$ cat src/hdl/dtfc_pkg.sv
`timescale 1ns / 1ps
// ----------------------------------------------------------------------------
// dtfc_pkg
// Types, constants and field coding functions of the dead-time field codec.
// ----------------------------------------------------------------------------
package dtfc_pkg;

	localparam int NS_W    = 16;
	localparam int CLK_W   = 29;
	localparam int CODE_W  = 8;
	localparam int TICK_W  = 11;  // tick count, clamped at 1024
	localparam int DTK_W   = 10;  // decoded ticks, at most 1008
	localparam int PROD_W  = 46;  // ns * clk + half second
	localparam int NUM_W   = 40;  // remainders and decoded numerator
	localparam int CMP_W   = 45;  // clock shifted by up to 16 places
	localparam int BQ_W    = 16;  // quotient bits of the nanosecond division

	// One second in ns is 2^9 * 1953125. The tick division drops the power of
	// two by a shift and divides the rest by a reciprocal multiplication.
	localparam int TICK_SH = 9;
	localparam int DIVN_W  = 31;  // shifted sum below the saturation limit
	localparam int RCP_W   = 32;
	localparam int RPROD_W = 63;
	localparam int RCP_SH  = 52;
	// ceil(2^52 / 1953125); exact for every operand below 2^31.
	localparam logic [RCP_W-1:0]  RCP_M         = 32'd2305843010;

	localparam logic [CLK_W-1:0]  CLK_RESET     = 29'd170000000;
	localparam logic [NUM_W-1:0]  NS_PER_S      = 40'd1000000000;
	localparam logic [PROD_W-1:0] HALF_NS_PER_S = 46'd500000000;
	// Products at or above this many ns*Hz give 1024 ticks or more.
	localparam logic [PROD_W-1:0] TICK_LIMIT    = 46'd1024000000000;
	localparam logic [BQ_W-1:0]   NS_MAX        = 16'hFFFF;
	localparam logic [CODE_W-1:0] CODE_MAX      = 8'hFF;

	// Piecewise field: step 1, 2, 8 and 16 ticks.
	function automatic logic [CODE_W-1:0] encode_ticks(input logic [TICK_W-1:0] t);
		logic [CODE_W-1:0] c;
		if (t <= 11'd127) begin
			c = t[7:0];
		end else if (t <= 11'd255) begin
			c = {2'b10, t[6:1]};
		end else if (t <= 11'd511) begin
			c = {3'b110, t[7:3]};
		end else if (t[10]) begin
			c = CODE_MAX;
		end else begin
			c = {3'b111, t[8:4]};
		end
		return c;
	endfunction

	function automatic logic [DTK_W-1:0] decode_ticks(input logic [CODE_W-1:0] c);
		logic [DTK_W-1:0] t;
		if (!c[7]) begin
			t = {3'b000, c[6:0]};
		end else if (!c[6]) begin
			t = {3'b001, c[5:0], 1'b0};
		end else if (!c[5]) begin
			t = {2'b01, c[4:0], 3'b000};
		end else begin
			t = {1'b1, c[4:0], 4'b0000};
		end
		return t;
	endfunction

endpackage

$ cat src/hdl/dead_time_field_codec.sv
`timescale 1ns / 1ps
// ----------------------------------------------------------------------------
// dead_time_field_codec
// Converts a requested dead time in ns to the 8-bit dead-time field and back.
// ----------------------------------------------------------------------------
// Usage: the in channel carries request_ns, the requested dead time in ns; the
// out channel returns one item per input with dtg_code and actual_dead_time_ns.
// The cfg channel writes timer_clock_hz and is always ready; write it only
// while no item is in flight.
// The tick count is ns * clk / 1e9 rounded to nearest. The division by 1e9 is
// a shift by nine places followed by a multiplication with the reciprocal of
// 1953125. The code is decoded back and divided by the clock in a pipelined
// restoring divider of sixteen stages, one quotient bit per stage.
// One item can enter every cycle while the receiver does not stall, so the
// sustained rate is one item per cycle.
// The whole pipeline advances together whenever the output register is empty
// or being taken; while the receiver stalls, in_ready is low and every stage
// holds its item, so nothing is lost or repeated.
// Reset clears all valid bits and sets timer_clock_hz to 170 MHz.
// ----------------------------------------------------------------------------
module dead_time_field_codec (
	input  logic                          clk,
	input  logic                          arst_n,
	input  logic                          cfg_valid,
	output logic                          cfg_ready,
	input  logic [dtfc_pkg::CLK_W-1:0]    timer_clock_hz,
	input  logic                          in_valid,
	output logic                          in_ready,
	input  logic [dtfc_pkg::NS_W-1:0]     request_ns,
	output logic                          out_valid,
	input  logic                          out_ready,
	output logic [dtfc_pkg::CODE_W-1:0]   dtg_code,
	output logic [dtfc_pkg::NS_W-1:0]     actual_dead_time_ns
);

	localparam int BN = dtfc_pkg::BQ_W;

	logic [dtfc_pkg::CLK_W-1:0] clk_hz_q;
	logic adv;

	logic                         v_s1;
	logic [dtfc_pkg::NS_W-1:0]    ns_s1;
	logic                         v_s2;
	logic [dtfc_pkg::PROD_W-1:0]  x_s2;

	// Tick division stages.
	logic                         v_s3;
	logic                         sat_s3;
	logic [dtfc_pkg::DIVN_W-1:0]  n_s3;
	logic                         v_s4;
	logic                         sat_s4;
	logic [dtfc_pkg::RPROD_W-1:0] prod_s4;

	logic                         v_s5;
	logic [dtfc_pkg::CODE_W-1:0]  code_s5;
	logic [dtfc_pkg::DTK_W-1:0]   dtk_s5;
	logic                         v_s6;
	logic [dtfc_pkg::CODE_W-1:0]  code_s6;
	logic [dtfc_pkg::NUM_W-1:0]   num_s6;

	// Nanosecond divider stages.
	logic                         b_v_s    [0:BN];
	logic                         b_sat_s  [0:BN];
	logic                         b_zero_s [0:BN];
	logic [dtfc_pkg::CODE_W-1:0]  b_code_s [0:BN];
	logic [dtfc_pkg::NUM_W-1:0]   b_rem_s  [0:BN];
	logic [BN-1:0]                b_q_s    [0:BN];

	logic [dtfc_pkg::TICK_W-1:0]  ticks;
	logic [dtfc_pkg::CMP_W-1:0]   clk_sat_lim;

	assign adv       = !out_valid || out_ready;
	assign in_ready  = adv;
	assign cfg_ready = 1'b1;

	assign ticks = sat_s4 ? 11'd1024
		: prod_s4[dtfc_pkg::RCP_SH+dtfc_pkg::TICK_W-1:dtfc_pkg::RCP_SH];
	assign clk_sat_lim = {clk_hz_q, 16'h0000};

	always_ff @(posedge clk or negedge arst_n) begin
		if (!arst_n) begin
			clk_hz_q <= dtfc_pkg::CLK_RESET;
		end else if (cfg_valid) begin
			clk_hz_q <= timer_clock_hz;
		end
	end

	always_ff @(posedge clk or negedge arst_n) begin
		if (!arst_n) begin
			v_s1 <= 1'b0;
			v_s2 <= 1'b0;
			v_s3 <= 1'b0;
			v_s4 <= 1'b0;
			v_s5 <= 1'b0;
			v_s6 <= 1'b0;
			out_valid <= 1'b0;
			for (int k = 0; k <= BN; k++) b_v_s[k] <= 1'b0;
		end else if (adv) begin
			v_s1 <= in_valid;
			v_s2 <= v_s1;
			v_s3 <= v_s2;
			v_s4 <= v_s3;
			v_s5 <= v_s4;
			v_s6 <= v_s5;
			b_v_s[0] <= v_s6;
			for (int k = 0; k < BN; k++) b_v_s[k+1] <= b_v_s[k];
			out_valid <= b_v_s[BN];
		end
	end

	always_ff @(posedge clk) begin
		if (adv) begin
			ns_s1 <= request_ns;
			x_s2  <= dtfc_pkg::PROD_W'({16'h0000, clk_hz_q} * {29'h0, ns_s1})
				+ dtfc_pkg::HALF_NS_PER_S;

			// Above the limit the shifted sum is not used.
			sat_s3 <= x_s2 >= dtfc_pkg::TICK_LIMIT;
			n_s3   <= x_s2[dtfc_pkg::NUM_W-1:dtfc_pkg::TICK_SH];

			sat_s4  <= sat_s3;
			prod_s4 <= {32'h0, n_s3} * {31'h0, dtfc_pkg::RCP_M};

			code_s5 <= dtfc_pkg::encode_ticks(ticks);
			dtk_s5  <= dtfc_pkg::decode_ticks(dtfc_pkg::encode_ticks(ticks));

			code_s6 <= code_s5;
			num_s6  <= dtfc_pkg::NUM_W'({30'h0, dtk_s5} * dtfc_pkg::NS_PER_S)
				+ {12'h000, clk_hz_q[dtfc_pkg::CLK_W-1:1]};

			// A quotient of 65536 or more saturates; a zero clock gives zero.
			b_zero_s[0] <= clk_hz_q == '0;
			b_sat_s[0]  <= {5'h00, num_s6} >= clk_sat_lim;
			b_code_s[0] <= code_s6;
			b_rem_s[0]  <= num_s6;
			b_q_s[0]    <= '0;
			for (int k = 0; k < BN; k++) begin
				b_zero_s[k+1] <= b_zero_s[k];
				b_sat_s[k+1]  <= b_sat_s[k];
				b_code_s[k+1] <= b_code_s[k];
				if ({5'h00, b_rem_s[k]} >=
						({16'h0000, clk_hz_q} << (BN-1-k))) begin
					b_rem_s[k+1] <= b_rem_s[k] -
						dtfc_pkg::NUM_W'({16'h0000, clk_hz_q} << (BN-1-k));
					b_q_s[k+1]   <= {b_q_s[k][BN-2:0], 1'b1};
				end else begin
					b_rem_s[k+1] <= b_rem_s[k];
					b_q_s[k+1]   <= {b_q_s[k][BN-2:0], 1'b0};
				end
			end

			dtg_code <= b_code_s[BN];
			if (b_zero_s[BN]) begin
				actual_dead_time_ns <= '0;
			end else if (b_sat_s[BN]) begin
				actual_dead_time_ns <= dtfc_pkg::NS_MAX;
			end else begin
				actual_dead_time_ns <= b_q_s[BN];
			end
		end
	end

`ifndef NO_ASSERTIONS
	// A stalled pipeline keeps its output item.
	a_hold: assert property (@(posedge clk) disable iff (!arst_n)
		out_valid && !out_ready |=> out_valid && $stable(dtg_code)
			&& $stable(actual_dead_time_ns))
		else $error("output item changed while stalled");

	// Input is taken exactly when the pipeline advances.
	a_ready: assert property (@(posedge clk) disable iff (!arst_n)
		in_ready == (!out_valid || out_ready))
		else $error("in_ready does not follow the pipeline advance");

	// Saturated tick counts always encode to the top code.
	a_top: assert property (@(posedge clk) disable iff (!arst_n)
		adv && v_s4 && sat_s4 |=> code_s5 == dtfc_pkg::CODE_MAX)
		else $error("saturated ticks not clamped");

	// An item leaving the decode stage enters the nanosecond divider.
	a_flow: assert property (@(posedge clk) disable iff (!arst_n)
		adv && v_s6 |=> b_v_s[0])
		else $error("valid bit lost between stages");
`endif

endmodule

$ cat config.mk
export PLATFORM = sky130hd
export DESIGN_NAME = dead_time_field_codec
export DESIGN_NICKNAME = d
export VERILOG_FILES = /design/src/hdl/dtfc_pkg.sv /design/src/hdl/dead_time_field_codec.sv
export SDC_FILE = /design/constraint.sdc
export NUM_CORES = 2
export LEC_CHECK = 0
export ABC_AREA = 1
export BUFFER_PORTS_ARGS = -buffer_cell sky130_fd_sc_hd__clkbuf_2
export CAP_MARGIN = 10
export CELL_PAD_IN_SITES_DETAIL_PLACEMENT = 1
export CELL_PAD_IN_SITES_GLOBAL_PLACEMENT = 1
export CORE_MARGIN = 2
export CORE_UTILIZATION = 46
export CTS_CLUSTER_DIAMETER = 30
export DETAILED_ROUTE_END_ITERATION = 10
export PLACE_DENSITY = 0.83
export SETUP_SLACK_MARGIN = 0.02
export SLEW_MARGIN = 20
export SYNTH_ARGS = -nofsm -noshare
export SYNTH_HDL_FRONTEND = slang
export SYNTH_SLANG_ARGS = --single-unit
$ cat constraint.sdc
create_clock -name clk -period 53 [get_ports clk]
set_clock_uncertainty 0.1 [all_clocks]
set_input_delay 2.65 -clock clk [delete_from_list [all_inputs] [get_ports clk]]
set_output_delay 2.65 -clock clk [all_outputs]
set_load 0.005 [all_outputs]
==> impl_results.rst <==
.. list-table::
   :header-rows: 1

   * - Metric
     - Value
   * - Run status
     - complete, no violations
   * - Launch point of the worst hold path
     - b_code_s[1][6]
   * - Shortest period the worst path allows
     - 7170 ps
   * - Longest individual stage delay on the worst path
     - 630 ps
   * - Most used cells in the layout excluding fill and tap cells
     - 2868 x sky130_fd_sc_hd__nand2_1, 2031 x sky130_fd_sc_hd__inv_1, 1132 x sky130_fd_sc_hd__edfxtp_1
   * - Site row count
     - 176
   * - TritonCTS sink count
     - 1186
   * - All-layer global routing usage
     - 31.8%
   * - Average detailed-routed wire length per instance
     - 23.8 um
   * - Global-route wire length before repair
     - 577000 um
   * - Number of resized instances in the post-cts repair step
     - 0
   * - Final design area excluding fillers
     - 120000 sq um
   * - Area growth from synthesis to layout
     - 12.8%
   * - Leading area contributor after synthesis
     - sky130_fd_sc_hd__edfxtp_1
   * - Final HPWL DP
     - 287000 um
   * - Number of flip-flops and latches in the synthesized netlist
     - 1186
   * - 1st-iter DRT viols
     - 6469
   * - Mean instance size in the synthesized netlist
     - 8.69 sq um
   * - Commonest non-fill, non-tap cell in the layout
     - sky130_fd_sc_hd__nand2_1
   * - Die footprint
     - 236000 sq um
   * - Total gr overflow
     - 0
   * - TritonCTS buffer count
     - 300
   * - Routed wire length
     - 376000 um
   * - Post CTS Setup Buffer Count
     - 0
   * - Share of cells above drive strength 1
     - 6.30%
   * - Hold-fix buffers at CTS
     - 0
   * - Worst r2r dst
     - num_s6[38]
   * - Detailed route wirelength on metal3
     - 24600 um
   * - Count of H-tree levels built during CTS
     - 5
   * - Most frequent CP cell
     - sky130_fd_sc_hd__inv_1
   * - Net Count, Synth
     - 14200
   * - Headroom to the max-slew limit
     - 20.9%
   * - Clk Tree Root Cell
     - sky130_fd_sc_hd__clkbuf_16
   * - Clk Latency, worst-skew pair
     - 940 ps
   * - Crit end category
     - flip-flop
   * - TNS Setup
     - 0 ps
   * - Post-layout instance count excluding filler cells
     - 15800
   * - Setup repair after global routing missed its margin
     - false
   * - Hold WS
     - 272 ps
   * - TritonCTS clock tree
     - done
   * - Warning count from the yosys run
     - 0
   * - Required time of the critical path
     - 53590 ps
   * - Port bufs
     - 75
   * - Largest net degree at the start of global routing
     - 143
   * - Upper clock frequency limit
     - 140 MHz
   * - Arrival time at the worst endpoint
     - 7760 ps
   * - Number of DRC violations after detailed routing
     - 0
   * - R2R Path Start
     - dtk_s5[8]
   * - I/O pins
     - 77
   * - Post-Synthesis Cells
     - 12300
   * - Number of global-route vias before repair
     - 98300
   * - Post-synth top area share
     - 31.8%
   * - Width of the die
     - 486 um
   * - Count of flip-flops with a built-in enable after synthesis
     - 1132
   * - Register-to-Register Setup Slack
     - 45830 ps
   * - Number of iterations in the first detailed-routing pass
     - 5
   * - Wl on met1
     - 155000 um
   * - Clock tree buffer depth
     - 4
   * - CTS clock-pin slew for the worst setup and hold paths
     - 50 ps
   * - Final net count
     - 14400
   * - Highest routed metal layer
     - met5
   * - Mapped cell area
     - 107000 sq um
   * - Count of endpoints failing setup in the final report
     - 0
   * - Slowest cell on crit path
     - sky130_fd_sc_hd__edfxtp_1
   * - Type of the most critical hold path
     - flip-flop to flip-flop
   * - Final Hold Viols
     - 0
   * - Most common flop cell mapped by yosys
     - sky130_fd_sc_hd__edfxtp_1
   * - Distinct cells, synth
     - 70
   * - Initial antenna violation count
     - 18
   * - Maxcap violations
     - 0
   * - Cells on worst reg2reg path
     - 26
   * - Slew Limit Fails
     - 0
   * - Sort of element at the start of the critical path
     - flip-flop
   * - Worst setup path end
     - num_s6[38]
   * - Critical path startpoint
     - dtk_s5[8]
   * - Per-cell via count in the routed design
     - 5.67
   * - DP Cell Count
     - 15200
   * - Length of routed met2 wiring
     - 178000 um
   * - Sequential area share after synthesis
     - 33.1%
   * - Core region area
     - 230000 sq um
   * - Final weighted congestion of routability-driven global placement
     - 0.961
   * - Measured slew at the worst slew-check pin
     - 1190 ps
   * - Initial Utilization
     - 46.4%
   * - Worst Path Class, Setup
     - flip-flop to flip-flop
   * - Post-placement cell area
     - 111000 sq um
   * - Main area contributors after synthesis
     - sky130_fd_sc_hd__edfxtp_1 32%, sky130_fd_sc_hd__fa_1 14%, sky130_fd_sc_hd__ha_1 13%
   * - Share of the cycle needed by the critical path after routing
     - 13.5%
   * - Routed Antenna Nets
     - 0
   * - Vias after detailed routing
     - 89400
   * - Async SR Flop Fraction
     - 4.47%
   * - Die Y-Extent
     - 486 um
   * - Maximum fanout encountered on the critical timing path
     - 7
[worst max-delay path: cells and delay by family, from the launching register on]
| family | cells | cell delay, ps |
|---|---|---|
| fa+ha+maj | 7 | 3190 |
| flops | 1 | 630 |
| xor+xnor | 1 | 220 |
| buf+inv | 6 | 600 |
| compound gates | 4 | 630 |
| simple gates | 8 | 1550 |
[through the flow]
step / worst slack [ps] / utilization (%)
finish: 45830 / 52.3
global route: 45490 / 52.3
CTS: 45850 / 52.3
detailed placement: 45560 / 48.0
global placement: 45770 / 48.0
floorplan: 28510 / -
[registers in the layout, indices dropped and copies added (netlist names), 8 cells and up]
name                 flops
code_s5                  8
x_s2                    37
clk_hz_q                29
b_rem_s                640
n_s3                    31
b_code_s               136
b_v_s                   17
b_zero_s                17
num_s6                  40
b_q_s                  136
dtg_code                 8
dtk_s5                  10
prod_s4                 11
code_s6                  8
ns_s1                   16
b_sat_s                 17
actual_dead_time_ns     16
[kinds of logic (layout without fill, tap and decap cells)]
kind of cell / after synthesis / in the layout / synth area share [%]
compound gates: 1689 / 1689 / 8.96
buf+inv: 2296 / 2757 / 8.35
simple gates: 4770 / 4770 / 18.5
mux: 1 / 1 / 0.0105
other cells: 1 / 5 / 0.00351
flops: 1186 / 1186 / 33.1
xor+xnor: 466 / 466 / 3.82
fa+ha+maj: 1872 / 1872 / 27.3
[cell type report]
type | instances | area [sq um]
well taps | 3026 | 3790
flip-flops and latches | 1186 | 35400
clock inverters | 184 | 1980
inverters | 2067 | 7770
diodes | 4 | 10.0
repair buffers | 163 | 1080
clock buffers | 343 | 7950
fillers | 26900 | 110000
multi-input cells | 8799 | 62500
[synth_stat cells, types with 6 or more instances]
cell,number
sky130_fd_sc_hd__o21a_1,23
sky130_fd_sc_hd__nand3_2,6
sky130_fd_sc_hd__o221ai_1,7
sky130_fd_sc_hd__or2_2,19
sky130_fd_sc_hd__a211oi_1,12
sky130_fd_sc_hd__nand3_1,569
sky130_fd_sc_hd__clkbuf_1,122
sky130_fd_sc_hd__nor2_2,8
sky130_fd_sc_hd__o21bai_1,67
sky130_fd_sc_hd__o21ai_0,502
sky130_fd_sc_hd__buf_1,23
sky130_fd_sc_hd__and3_1,14
sky130_fd_sc_hd__nand2_2,22
sky130_fd_sc_hd__a31oi_1,98
sky130_fd_sc_hd__edfxtp_1,1132
sky130_fd_sc_hd__nand4_1,109
sky130_fd_sc_hd__inv_1,2054
sky130_fd_sc_hd__a21boi_0,44
sky130_fd_sc_hd__buf_2,39
sky130_fd_sc_hd__nor3b_1,6
sky130_fd_sc_hd__nand2_1,2869
sky130_fd_sc_hd__a21o_1,97
sky130_fd_sc_hd__xnor2_1,203
sky130_fd_sc_hd__ha_1,1115
sky130_fd_sc_hd__a21oi_2,18
sky130_fd_sc_hd__nor3_1,110
sky130_fd_sc_hd__o31ai_1,6
sky130_fd_sc_hd__o211ai_1,26
sky130_fd_sc_hd__nor3_2,7
sky130_fd_sc_hd__buf_6,21
sky130_fd_sc_hd__o21ai_2,10
sky130_fd_sc_hd__o21ai_1,74
sky130_fd_sc_hd__nor4_1,79
sky130_fd_sc_hd__nor2_1,896
sky130_fd_sc_hd__buf_4,23
sky130_fd_sc_hd__dfrtp_1,41
sky130_fd_sc_hd__dfstp_2,12
sky130_fd_sc_hd__nand3b_1,39
sky130_fd_sc_hd__xor2_1,263
sky130_fd_sc_hd__inv_2,13
sky130_fd_sc_hd__fa_1,757
sky130_fd_sc_hd__a21oi_1,674
[layer usage]
| metal | vias up | track usage (%) |
|---|---|---|
| met5 | - | 0 |
| li1 | 40900 | - |
| met2 | 3050 | 53.2 |
| met3 | 993 | 5.62 |
| met1 | 44500 | 40.3 |
| met4 | 10 | 13.8 |
[how the worst min path moves through the flow]
stage | to | slack [ps] | cells past startpoint
floorplan | b_code_s[0][0] | 300 | 0
global placement | b_code_s[1][2] | 300 | 0
detailed placement | b_code_s[7][7] | 310 | 0
CTS | b_sat_s[0][12] | 270 | 0
global route | b_code_s[2][6] | 270 | 0
finish | b_code_s[2][6] | 270 | 0
Power is not shown: default switching activity piles up to over one toggle a cycle in this logic, so the estimate is an artifact.
